**src/sv/scale_space_extremum_detect_defines.svh**
```systemverilog
// ----------------------------------------------------------------------------
// Scale-space extremum detector assertion macros
// Shorthand for clocked implication checks with reset masking.
// ----------------------------------------------------------------------------
`ifndef SCALE_SPACE_EXTREMUM_DETECT_DEFINES_SVH
`define SCALE_SPACE_EXTREMUM_DETECT_DEFINES_SVH

// same-cycle implication
`define SSE_ASSERT_IMP(lbl, ante, cons, msg) \
	lbl: assert property (@(posedge clk) disable iff (!arst_n) (ante) |-> (cons)) \
		else $error(msg);

// next-cycle implication
`define SSE_ASSERT_NXT(lbl, ante, cons, msg) \
	lbl: assert property (@(posedge clk) disable iff (!arst_n) (ante) |=> (cons)) \
		else $error(msg);

`endif

```
**src/sv/sse_pkg.sv**
```systemverilog
// ----------------------------------------------------------------------------
// Scale-space extremum detector package
// Beat types, register codes and fixed widths shared by all modules.
// ----------------------------------------------------------------------------
package sse_pkg;

	localparam int SAMPLE_W      = 16;
	localparam int SCALES        = 3;
	localparam int WIN_ROWS      = 3;
	localparam int COL_TAPS      = SCALES * WIN_ROWS;
	localparam int WIN_TAPS      = 2 * COL_TAPS;
	localparam int CENTRE_TAP    = COL_TAPS + WIN_ROWS + 1;
	localparam int NUM_LANES     = WIN_TAPS + COL_TAPS - 1;

	localparam int FRAME_WIDTH_W  = 11;
	localparam int FRAME_HEIGHT_W = 13;
	localparam int THRESHOLD_W    = 15;
	localparam int CFG_DATA_W     = 15;
	localparam int CFG_INDEX_W    = 2;

	typedef logic signed [SAMPLE_W-1:0] sample_t;
	typedef logic [SAMPLE_W-2:0]        mag_t;
	typedef logic [FRAME_WIDTH_W-1:0]   frame_width_t;
	typedef logic [FRAME_HEIGHT_W-1:0]  frame_height_t;
	typedef logic [THRESHOLD_W-1:0]     threshold_t;
	typedef logic [9:0]                 centre_col_t;
	typedef logic [11:0]                centre_row_t;

	localparam frame_width_t  FRAME_WIDTH_RST  = 11'd1024;
	localparam frame_height_t FRAME_HEIGHT_RST = 13'd4096;
	localparam threshold_t    THRESHOLD_RST    = '0;

	localparam sample_t SAMPLE_MIN = {1'b1, {(SAMPLE_W-1){1'b0}}};
	localparam mag_t    MAG_MAX    = '1;

	typedef enum logic [CFG_INDEX_W-1:0] {
		CFG_FRAME_WIDTH         = 2'd0,
		CFG_FRAME_HEIGHT        = 2'd1,
		CFG_PRESCREEN_THRESHOLD = 2'd2
	} cfg_index_e;

	typedef struct packed {
		sample_t sample_lower;
		sample_t sample_middle;
		sample_t sample_upper;
		logic    frame_start;
	} pixel_t;

	typedef struct packed {
		centre_col_t centre_col;
		centre_row_t centre_row;
		logic        no_greater_neighbour;
		logic        no_smaller_neighbour;
		logic        passes_prescreen;
		logic        is_candidate;
	} report_t;

	typedef struct packed {
		sample_t lower;
		sample_t middle;
		sample_t upper;
	} scales_t;

	typedef struct packed {
		scales_t older;
		scales_t newer;
	} row_pair_t;

	typedef struct packed {
		logic gt;
		logic lt;
	} lane_flags_t;

endpackage

```
**src/sv/sse_lane.sv**
```systemverilog
// ----------------------------------------------------------------------------
// Scale-space extremum detector compare lane
// Registers whether one neighbour lies strictly above or below the centre.
// ----------------------------------------------------------------------------
module sse_lane (
	input  logic                 clk,
	input  logic                 en,
	input  sse_pkg::sample_t     neighbour,
	input  sse_pkg::sample_t     centre,
	output sse_pkg::lane_flags_t flags
);

	sse_pkg::lane_flags_t flags_s2;

	assign flags = flags_s2;

	always_ff @(posedge clk) begin
		if (en) begin
			flags_s2.gt <= neighbour > centre;
			flags_s2.lt <= neighbour < centre;
		end
	end

endmodule

```
**config.mk**
```make
export PLATFORM = sky130hd
export DESIGN_NAME = sse_lane
export DESIGN_NICKNAME = d
export VERILOG_FILES = /design/src/sv/scale_space_extremum_detect_defines.svh /design/src/sv/sse_pkg.sv /design/src/sv/sse_lane.sv
export SDC_FILE = /design/constraint.sdc
export NUM_CORES = 1
export LEC_CHECK = 0
export BUFFER_PORTS_ARGS = -buffer_cell sky130_fd_sc_hd__buf_2
export CAP_MARGIN = 20
export CORE_AREA = 2 2 39 41
export CTS_CLUSTER_DIAMETER = 50
export CTS_CLUSTER_SIZE = 16
export DETAILED_ROUTE_END_ITERATION = 8
export DIE_AREA = 0 0 41 43
export PLACE_DENSITY_LB_ADDON = 0.25
export REMOVE_ABC_BUFFERS = 1
export SKIP_LAST_GASP = 1
export SYNTH_ARGS = -nofsm -noshare
export SYNTH_HDL_FRONTEND = slang
export SYNTH_SLANG_ARGS = --single-unit
```
**constraint.sdc**
```tcl
create_clock -name clk -period 5.1 [get_ports clk]
set_clock_uncertainty 0.2 [all_clocks]
set_input_delay 0.255 -clock clk [delete_from_list [all_inputs] [get_ports clk]]
set_output_delay 0.255 -clock clk [all_outputs]
set_load 0.05 [all_outputs]
```
==> out/results.md <==
• **arrival time at the worst endpoint** 1.51 ns
• **class of the tightest hold or removal check** in -> reg
• **maximum achievable frequency** 574 MHz
• **combinational share of power** 48.9%
• **num ports** 36
• **power per cell area** 153 nW/um^2
• **largest area contributor in the synthesized netlist** sky130_fd_sc_hd__ha_1
• **most frequent standard cell in the layout excluding fill and tap cells** sky130_fd_sc_hd__buf_2
• **switching share of total power** 35.1%
• **final count of pins violating max slew** 0
• **kind of critical path** in -> reg
• **antenna violations before repair** 0
• **count of nets after finishing** 157
• **layout overhead on the synthesized area** 42.8%
• **Buffers on Ports** 35
• **number of hold violations in the final report** 0
• **H-Tree Depth** 1
• **delay-heaviest family, CP** simple AND/OR/NAND/NOR gates
• **switching pwr** 39.0 uW
• **main combinational cell family by area after synthesis** adder cells
• **1st-pass router iterations** 3
• **total of flip-flops plus latches after synthesis** 2
• **xor and xnor fraction of the mapped netlist area** 0%
• **count of instances resized after the clock tree is built** 0
• **fraction of power consumed by the clock network** 31.8%
• **WL/cell** 8.20 um
• **# Max-Cap Violations** 0
• **multiplexer fraction of the synthesized cell area** 3.93%
• **number of standard cells after synthesis** 67
• **series of cell instances along the critical path** buf_2 > inv_1 > ha_1 > nand4_2 > nor4_2 > o21ai_1 > nand3_2 > mux2i_1
• **number of cell rows** 14
• **Max-slew headroom** 83.8%
• **static leakage** 0.000460 uW
• **Die H** 43 um
• **overall power consumption** 111 uW
• **post-synthesis area per instance** 7.60 um^2
• **launching element type of the critical path** input port
• **initial core utilization** 36.8%
• **number of antenna cells inserted** 0
• **final critical delay including setup and external delays** 1.74 ns
• **number of buffers between clock root and the deepest sink** 2
• **clock buffer count from CTS** 3
• **max FFs per register** 2
• **Least-Margin Pin Slew** 0.241 ns
• **global-route wire length before repair** 1440 um
• **via count of the first global-routing pass** 416
• **Root Buffer** sky130_fd_sc_hd__clkbuf_4
• **Total Die Area** 1760 um^2
• **highest net fanout along the worst path** 5
• **Synth cell types** 18
• **Final setup viols** 0
• **number of warnings reported in the yosys synthesis log** 0
• **floorplan die width** 41 um
• **Core Box Area** 1380 um^2
• **clk slew on worst S/H paths** 0.03 ns
• **cell with the largest stage delay on the worst path** sky130_fd_sc_hd__ha_1
• **cells taking the most area after synthesis** sky130_fd_sc_hd__ha_1 39%, sky130_fd_sc_hd__inv_1 13%, sky130_fd_sc_hd__edfxtp_1 12%, sky130_fd_sc_hd__nand2_1 7.4%, sky130_fd_sc_hd__a21oi_1 5.9%
• **cts-stage hold buffer count** 0
• **most frequent cells in the layout** 35 x sky130_fd_sc_hd__buf_2, 17 x sky130_fd_sc_hd__inv_1, 16 x sky130_fd_sc_hd__ha_1
• **first-iteration detailed-routing DRC count** 5
• **summed instance area of the synthesized netlist** 509 um^2
• **buffers inserted by post-CTS timing repair** 0
• **DP Wirelength** 906 um
• **Int Pwr** 71.9 uW
• **largest net degree at the start of global routing** 6
• **post-synthesis sequential area ratio** 11.8%
• **RePlAce Congestion** 0.609
• **via-per-instance ratio** 4.43
• **combined buffer and inverter count along the critical path** 2
• **share of cells above drive strength 1** 39.0%
• **RSZ-0062 raised after global routing** false
• **total negative setup slack** 0 ns
• **area share of and/or/nand/nor cells after synthesis** 21.9%
• **final routed wirelength across all metal layers** 992 um
• **fraction of the mapped netlist area in compound gates** 10.6%
• **Num Clock Sinks** 2
• **final routed DRC violation total** 0
• **Tcrit/Tclk final** 34.2%
• **Critical Path RT** 4.87 ns
• **largest incremental delay on the critical path** 0.34 ns
• **power share of the sequential group** 19.3%
• **critical path endpoint category** flip-flop
• **post-route antenna net violation count** 0
• **total routing resource utilization after global routing** 11.2%
• **overflow left after global routing** 0
• **Peak supply drop** 0.0000874 V
• **area share of the leading cell type in the synthesized netlist** 39.3%
• **Via Count** 536
• **post-synthesis share of cell area spent on full adders, half adders and majority gates** 39.3%
• **result of the run** finished, final reports clean
• **CTS tree** built
-- stage by stage --
stage	cells	instance area, um^2	hold slack [ns]	utilization [%]	worst slack (ns)
final	121	727	0.0483	52.5	3.36
after global routing	121	727	0.0457	52.5	3.21
after CTS	121	727	0.0440	52.5	3.34
after detailed placement	118	704	0.274	50.9	3.10
after global placement	118	704	0.272	50.9	3.14
after floorplan	67	509	0.167	-	3.31
-- worst paths after layout --
path | to | startpoint | cells after the start
worst max-delay path | flags[0] | centre[15] | 8
worst min-delay path | flags[1] | en | 1
-- logic make-up (layout without fill, tap and decap cells) --
family	count (synthesis)	after routing
and+or+nand+nor	20	20
buffers and inverters	17	55
adders and majority gates	16	16
AOI/OAI and AO/OA	10	10
muxes	2	2
DFF	2	2
-- power groups by stage --
stage | clock, uW | sequential [uW] | combinational (uW)
5_1_grt | 36.5 | 21.6 | 61.5
3_5_place_dp | 0 | 21.7 | 54.8
3_3_place_gp | 0 | 21.6 | 53.5
4_1_cts | 35.8 | 21.5 | 55.1
6_report | 35.2 | 21.4 | 54.2
2_1_floorplan | 0 | 29.6 | 27.3
-- layer usage --
metal	global-route usage (%)	part of all wire [%]
met1	15.8	44
met2	16.9	44
met3	3.14	10
met4	2.00	1.1
met5	0	0
-- cell type report --
cell class	count	area [um^2]
fillers	138	657
multi-input cells	48	385
repair buffers	35	175
inverters	17	63.8
flip-flops and latches	2	60.1
clock buffers	3	22.5
well taps	16	20.0
-- cells in the mapped netlist --
cell	instances
sky130_fd_sc_hd__nand2b_1	1
sky130_fd_sc_hd__o21ai_0	1
sky130_fd_sc_hd__nor4_2	1
sky130_fd_sc_hd__nor3_1	3
sky130_fd_sc_hd__inv_1	17
sky130_fd_sc_hd__nand2_1	10
sky130_fd_sc_hd__o22ai_1	1
sky130_fd_sc_hd__a21oi_1	6
sky130_fd_sc_hd__nor2_1	1
sky130_fd_sc_hd__ha_1	16
sky130_fd_sc_hd__nand3_2	1
sky130_fd_sc_hd__mux2i_1	2
sky130_fd_sc_hd__o21ai_1	1
sky130_fd_sc_hd__a21o_1	1
sky130_fd_sc_hd__nand4_2	1
sky130_fd_sc_hd__or2b_1	1
sky130_fd_sc_hd__edfxtp_1	2
sky130_fd_sc_hd__nand4_1	1
(Power assumes the default switching activity.)
