--- src/sv/scale_space_extremum_detect_defines.svh ---
// ----------------------------------------------------------------------------
// Scale-space extremum detector assertion macros
// Shorthand for clocked implication checks with reset masking.
// ----------------------------------------------------------------------------
`ifndef SCALE_SPACE_EXTREMUM_DETECT_DEFINES_SVH
`define SCALE_SPACE_EXTREMUM_DETECT_DEFINES_SVH

// same-cycle implication
`define SSE_ASSERT_IMP(lbl, ante, cons, msg) \
	lbl: assert property (@(posedge clk) disable iff (!arst_n) (ante) |-> (cons)) \
		else $error(msg);

// next-cycle implication
`define SSE_ASSERT_NXT(lbl, ante, cons, msg) \
	lbl: assert property (@(posedge clk) disable iff (!arst_n) (ante) |=> (cons)) \
		else $error(msg);

`endif

--- src/sv/sse_pkg.sv ---
// ----------------------------------------------------------------------------
// Scale-space extremum detector package
// Beat types, register codes and fixed widths shared by all modules.
// ----------------------------------------------------------------------------
package sse_pkg;

	localparam int SAMPLE_W      = 16;
	localparam int SCALES        = 3;
	localparam int WIN_ROWS      = 3;
	localparam int COL_TAPS      = SCALES * WIN_ROWS;
	localparam int WIN_TAPS      = 2 * COL_TAPS;
	localparam int CENTRE_TAP    = COL_TAPS + WIN_ROWS + 1;
	localparam int NUM_LANES     = WIN_TAPS + COL_TAPS - 1;

	localparam int FRAME_WIDTH_W  = 11;
	localparam int FRAME_HEIGHT_W = 13;
	localparam int THRESHOLD_W    = 15;
	localparam int CFG_DATA_W     = 15;
	localparam int CFG_INDEX_W    = 2;

	typedef logic signed [SAMPLE_W-1:0] sample_t;
	typedef logic [SAMPLE_W-2:0]        mag_t;
	typedef logic [FRAME_WIDTH_W-1:0]   frame_width_t;
	typedef logic [FRAME_HEIGHT_W-1:0]  frame_height_t;
	typedef logic [THRESHOLD_W-1:0]     threshold_t;
	typedef logic [9:0]                 centre_col_t;
	typedef logic [11:0]                centre_row_t;

	localparam frame_width_t  FRAME_WIDTH_RST  = 11'd1024;
	localparam frame_height_t FRAME_HEIGHT_RST = 13'd4096;
	localparam threshold_t    THRESHOLD_RST    = '0;

	localparam sample_t SAMPLE_MIN = {1'b1, {(SAMPLE_W-1){1'b0}}};
	localparam mag_t    MAG_MAX    = '1;

	typedef enum logic [CFG_INDEX_W-1:0] {
		CFG_FRAME_WIDTH         = 2'd0,
		CFG_FRAME_HEIGHT        = 2'd1,
		CFG_PRESCREEN_THRESHOLD = 2'd2
	} cfg_index_e;

	typedef struct packed {
		sample_t sample_lower;
		sample_t sample_middle;
		sample_t sample_upper;
		logic    frame_start;
	} pixel_t;

	typedef struct packed {
		centre_col_t centre_col;
		centre_row_t centre_row;
		logic        no_greater_neighbour;
		logic        no_smaller_neighbour;
		logic        passes_prescreen;
		logic        is_candidate;
	} report_t;

	typedef struct packed {
		sample_t lower;
		sample_t middle;
		sample_t upper;
	} scales_t;

	typedef struct packed {
		scales_t older;
		scales_t newer;
	} row_pair_t;

	typedef struct packed {
		logic gt;
		logic lt;
	} lane_flags_t;

endpackage

--- src/sv/sse_merge.sv ---
// ----------------------------------------------------------------------------
// Scale-space extremum detector merge
// Combines the lane flags into the extremum flags and forms the report.
// ----------------------------------------------------------------------------
module sse_merge (
	input  sse_pkg::lane_flags_t flags [sse_pkg::NUM_LANES],
	input  sse_pkg::centre_col_t centre_col,
	input  sse_pkg::centre_row_t centre_row,
	input  logic                 pass,
	output sse_pkg::report_t     report
);

	logic any_gt;
	logic any_lt;

	always_comb begin
		any_gt = 1'b0;
		any_lt = 1'b0;
		for (int i = 0; i < sse_pkg::NUM_LANES; i++) begin
			any_gt = any_gt | flags[i].gt;
			any_lt = any_lt | flags[i].lt;
		end
		report.centre_col           = centre_col;
		report.centre_row           = centre_row;
		report.no_greater_neighbour = !any_gt;
		report.no_smaller_neighbour = !any_lt;
		report.passes_prescreen     = pass;
		report.is_candidate         = pass && (!any_gt || !any_lt);
	end

endmodule
--- config.mk ---
export PLATFORM = sky130hd
export DESIGN_NAME = sse_merge
export DESIGN_NICKNAME = d
export VERILOG_FILES = /design/src/sv/scale_space_extremum_detect_defines.svh /design/src/sv/sse_pkg.sv /design/src/sv/sse_merge.sv
export SDC_FILE = /design/constraint.sdc
export NUM_CORES = 1
export LEC_CHECK = 0
export BUFFER_PORTS_ARGS = -buffer_cell sky130_fd_sc_hd__clkbuf_2
export CAP_MARGIN = 20
export CORE_MARGIN = 3
export CORE_UTILIZATION = 20
export DETAILED_ROUTE_END_ITERATION = 7
export GPL_TIMING_DRIVEN = 0
export PLACE_DENSITY = 0.91
export SETUP_SLACK_MARGIN = 0.5
export SYNTH_ARGS = -nofsm -noshare
export SYNTH_HDL_FRONTEND = slang
export SYNTH_SLANG_ARGS = --single-unit
--- constraint.sdc ---
create_clock -name vclk -period 1.7
set_input_delay 0.17 -clock vclk [all_inputs]
set_output_delay 0.17 -clock vclk [all_outputs]
set_load 0.01 [all_outputs]
==> run metrics, run 1 <==
global-route wire length before repair ~2200 µm; Synth cell types 7; worst setup path class in -> out; Design Power 0.162 mW; # hold bufs at CTS 0; Max Cap Viol 0; vias 584; mapped cell area 295 µm²; Final Hold Slack 0.527 ns; DR vias/cell roughly 4.2; die area ~0.002 mm²; Setup violations, final 0; Core Area 0.00135 mm²; Power Dens Cells about 210 mW/mm²; die span in y between 40 and 50 µm; I/O pin count 101; DRT Pass-1 Iters 4; status finished, final reports clean; total wire length 1770 µm; Worst Setup Slack, final 0.479 ns; row count 13; crit path DAT approximately 1.1 ns; Pins Over Slew Limit 0; CP max FO 2; Gate Count Post-Synth 44; RSZ-0062 raised after global routing true; routed length per placed instance 12.8 µm; Final Cycle Share between 70% and 80%; seq_cells 0; post-CTS setup buffer count 0; crit end category primary output; Seq/Total Area, Yosys 0%; DRC Markers 0; Fin Setup TNS 0 ns; vias in the first global route around 520; minimum clock period 1.22 ns; Slew Limit Headroom between 80% and 90%; critical path launch point type primary input; GRT busiest layer met2; fmax just over 800 MHz; total grt overflow 0; leakage power 0.458 nW; M3 GR Usage less than 1%; GR Util met2 roughly 30%; Fin. Hold Viols 0; area grow syn2layout 159%; Sequential Area 0 µm²; dpl ws approximately 0.42 ns; DRT antenna net count 0; M1 GR Usage 16.9%; Tot GR Track Use 14.6%; ant diodes 0; worst path required time 1.53 ns; Die X-Extent 44.4 µm; maximum vdd drop 0.105 mV; syn_nets 119; initial antenna violation count 0; Least-Margin Pin Slew approximately 0.24 ns; worst hold path type in -> out; DRT iter0 DRCs 3; nets 200; fraction of layout cells with a size suffix above 1 between 90% and 100%; final RePlAce weighted congestion 0.687; largest net degree at the start of global routing 3; Starting Density roughly 22%; Syn Area/Cell 6.71 µm²; Final Util between 50% and 60%; synth warn 0; clock buffers 0; # port buffers 79
per-stage QoR:
| stage | instance area (µm²) | cells |
|---|---|---|
| global placement | 709 | 138 |
| floorplan | 295 | 44 |
| global route | 766 | 138 |
| CTS | 747 | 138 |
| finish | 766 | 138 |
| detailed placement | 709 | 138 |
layer usage:
layer  wire length, µm  vias to the layer above  part of all wire, %
met1               569                      256                   32
met2              1080                       27                   61
met4                12                        0                 0.68
li1                  -                      299                    -
met5                 0                        -                    0
met3               107                        2                  6.1
worst max-delay path, cell delays in order:
cell,delay [ns]
clkbuf_2,0.08
nor4_1,0.27
nand3_1,0.11
nor2_1,0.15
o21a_1,0.14
clkbuf_2,0.12
synth_stat cells:
cell type | instances | share of area, %
buf_4 | 23 | 58
nor4_1 | 12 | 25
o21a_1 | 1 | 2.5
nor2_1 | 3 | 3.8
nand4_1 | 2 | 4.2
nand3_1 | 2 | 3.4
nor2_2 | 1 | 2.1
report_power, final:
part | internal, mW | switching [mW] | leakage, nW | total, mW
combinational | 0.101 | 0.0610 | 0.458 | 0.162
clock | 0 | 0 | 0 | 0
sequential | 0 | 0 | 0 | 0
path summary, 6_finish.rpt:
check,from,end,slack [ns],cells after the start
max,flags[24],report[0],0.48,6
min,centre_col[4],report[20],0.53,2
logic make-up (layout without fill, tap and decap cells):
| kind of cell | after synthesis | count (layout) | synth area share [%] |
|---|---|---|---|
| buf+inv | 23 | 102 | 58.5 |
| simple gates | 20 | 20 | 39.0 |
| compound gates | 1 | 1 | 2.54 |
area by class of cell:
cell class / count / area (µm²)
buffer: 23 / 173
fill: 142 / 584
multi-input combinational: 21 / 179
tap: 15 / 18.8
timing repair buffer: 79 / 395
cells in the final DEF (no fill, tap or decap):
cell      netlist  final
buf_4          23     23
nor2_1          3      3
nor4_2          0      9
nor4_1         12      3
clkbuf_2        0     78
nor2_2          1      1
buf_2           0      1
nand4_1         2      2
o21a_1          1      1
nand3_1         2      2
repair_timing:
action	CTS	global route
pin swaps	5	0
gates resized for setup	6	4
cloned	0	0
setup endpoints to repair	1	3
(Power assumes the default switching activity.)
==> run 2: changes to the inputs <==
CORE_UTILIZATION = 18   (was 20)
PLACE_DENSITY = 0.83   (was 0.91)
clock period = 1.2 ns   (was 1.7 ns; I/O delays follow)
==> run metrics, run 2 (synthesized netlist as in run 1, its figures left out) <==
Slew Limit Headroom 86.8% (+2.8 points); cell repeated most along the worst path clkbuf_2; DRT iter0 DRCs 2 (-1); top layer reached by signal wires met3; Starting Density 20.9% (-1.0 points); Sequential Area 0 µm² (unchanged); DRT Pass-1 Iters 2 (-2); worst hold path type in -> out; min-delay src centre_col[4]; CP max FO 2 (unchanged); Final Hold Slack 0.428 ns (-0.0997 ns); CP bufs+invs 2 (unchanged); Setup violations, final 0 (unchanged); critical path launch point type primary input; Least-Margin Pin Slew 0.196 ns (-0.0418 ns); seq_cells 0 (unchanged); delay of the slowest cell on the worst path 0.25 ns (-0.02 ns); initial antenna violation count 0 (unchanged); DP Area 840 µm² (+18%); Fin. Hold Viols 0 (unchanged); Tot GR Track Use 13.5% (-1.1 points); die span in y 46.5 µm (+4.7%); Max Cap Viol 0 (unchanged); total grt overflow 0 (unchanged); post-route cell area 866 µm² (+13%); largest net degree at the start of global routing 3 (unchanged); dpl ws 0.0599 ns (-0.362 ns); leakage power 0.480 nW (+4.8%); most frequent cells in the layout clkbuf_2 (75), buf_4 (24), nor4_2 (6), nor4_4 (6), buf_6 (3); DRC Markers 0 (unchanged); Power Dens Cells 296 mW/mm² (+40%); crit path DAT 0.99 ns (-0.06 ns); maximum vdd drop 0.181 mV (+73%); nets 201 (+0.50%); HPWL after detailed placement 1630 µm; Met2 Wirelength 1040 µm (-3.6%); total wire length 1670 µm (-5.6%); Hold Path Depth 2 (unchanged); delay-heaviest family, CP simple AND/OR/NAND/NOR gates; fillers 132 (-7.0%); I/O pin count 101 (unchanged); M1 wire length 458 µm (-20%); clock buffers 0 (unchanged); routed length per placed instance 12.0 µm (-6.3%); vias in the first global route 549 (+5.2%); DR vias/cell 4.17 (-1.4%); row count 13 (unchanged); area grow syn2layout 193%; RSZ-0062 raised after global routing true; critical-path cell list clkbuf_2, nor4_4, nand4_1, nor2_2, o21a_1, clkbuf_2; die area 0.00216 mm² (+9.6%); fraction of layout cells with a size suffix above 1 94.4% (+3.3 points); DRT antenna net count 0 (unchanged); # port buffers 79 (unchanged); Worst Setup Slack, final 0.0917 ns (-0.387 ns); ant diodes 0 (unchanged); worst path required time 1.08 ns (-0.45 ns); crit end category primary output; worst setup path class in -> out; Fin Setup TNS 0 ns (unchanged); vias 580 (-0.68%); met3 wire len 170 µm (+59%); Die X-Extent 46.5 µm (+4.7%); global-route wire length before repair 2210 µm (-1.8%); minimum clock period 1.11 ns; area of the multi-input gates 253 µm² (+41%); crit path max-delay cell type nor4_4; fmax between 900 and 1000 MHz; status finished, final reports clean; Final Cycle Share 92.4%; Pins Over Slew Limit 0 (unchanged); Worst Hold End report[20]; most common cell after layout, fill and taps aside clkbuf_2; Core Area 0.00142 mm² (+4.8%); final RePlAce weighted congestion 0.719 (+4.6%)
run 2: changes by cell type in the layout (fill, tap and decap cells not counted), sizes merged:
cell,delta
buf,+4
clkbuf,-3
run 2: repair_timing:
item | CTS | global route
hold buffers | 0 | 0
endpoints found under the hold margin | 0 | 0
buffers inserted | 1 | 0
pin swaps | 2 | 6
setup endpoints to repair | 3 | 3
resized for setup | 0 | 6
run 2: stage by stage:
step	power (mW)	std cells	utilization (%)
floorplan	0.0983	44	-
global placement	0.248	138	59.3
detailed placement	0.253	138	59.3
CTS	0.254	139	59.9
global route	0.277	139	61.2
finish	0.257	139	61.2
run 2: worst max path at each step:
stage | from | end | slack [ns] | depth (start not counted)
4_1_cts | flags[44] | report[0] | 0.07 | 6
3_3_place_gp | flags[44] | report[0] | 0.08 | 6
5_1_grt | flags[44] | report[0] | 0.006 | 6
6_report | flags[44] | report[0] | 0.09 | 6
2_1_floorplan | flags[12] | report[0] | 0.25 | 4
3_5_place_dp | flags[44] | report[0] | 0.06 | 6
run 2: cell type report:
type	instances	share of cell area, %
tap	15	2.17
multi-input combinational	21	29.2
timing repair buffer	80	48.7
buffer	23	19.9
run 2: report_power, final:
part | internal [mW] | total, mW | switching (mW)
clock | 0 | 0 | 0
sequential | 0 | 0 | 0
combinational | 0.155 | 0.257 | 0.102
run 2: layer usage:
metal  vias to the layer above  global-route usage (%)
met3                         0                   0.391
li1                        300                       -
met2                        39                    29.4
met1                       241                    14.3
met4                         0                       0
met5                         -                       0
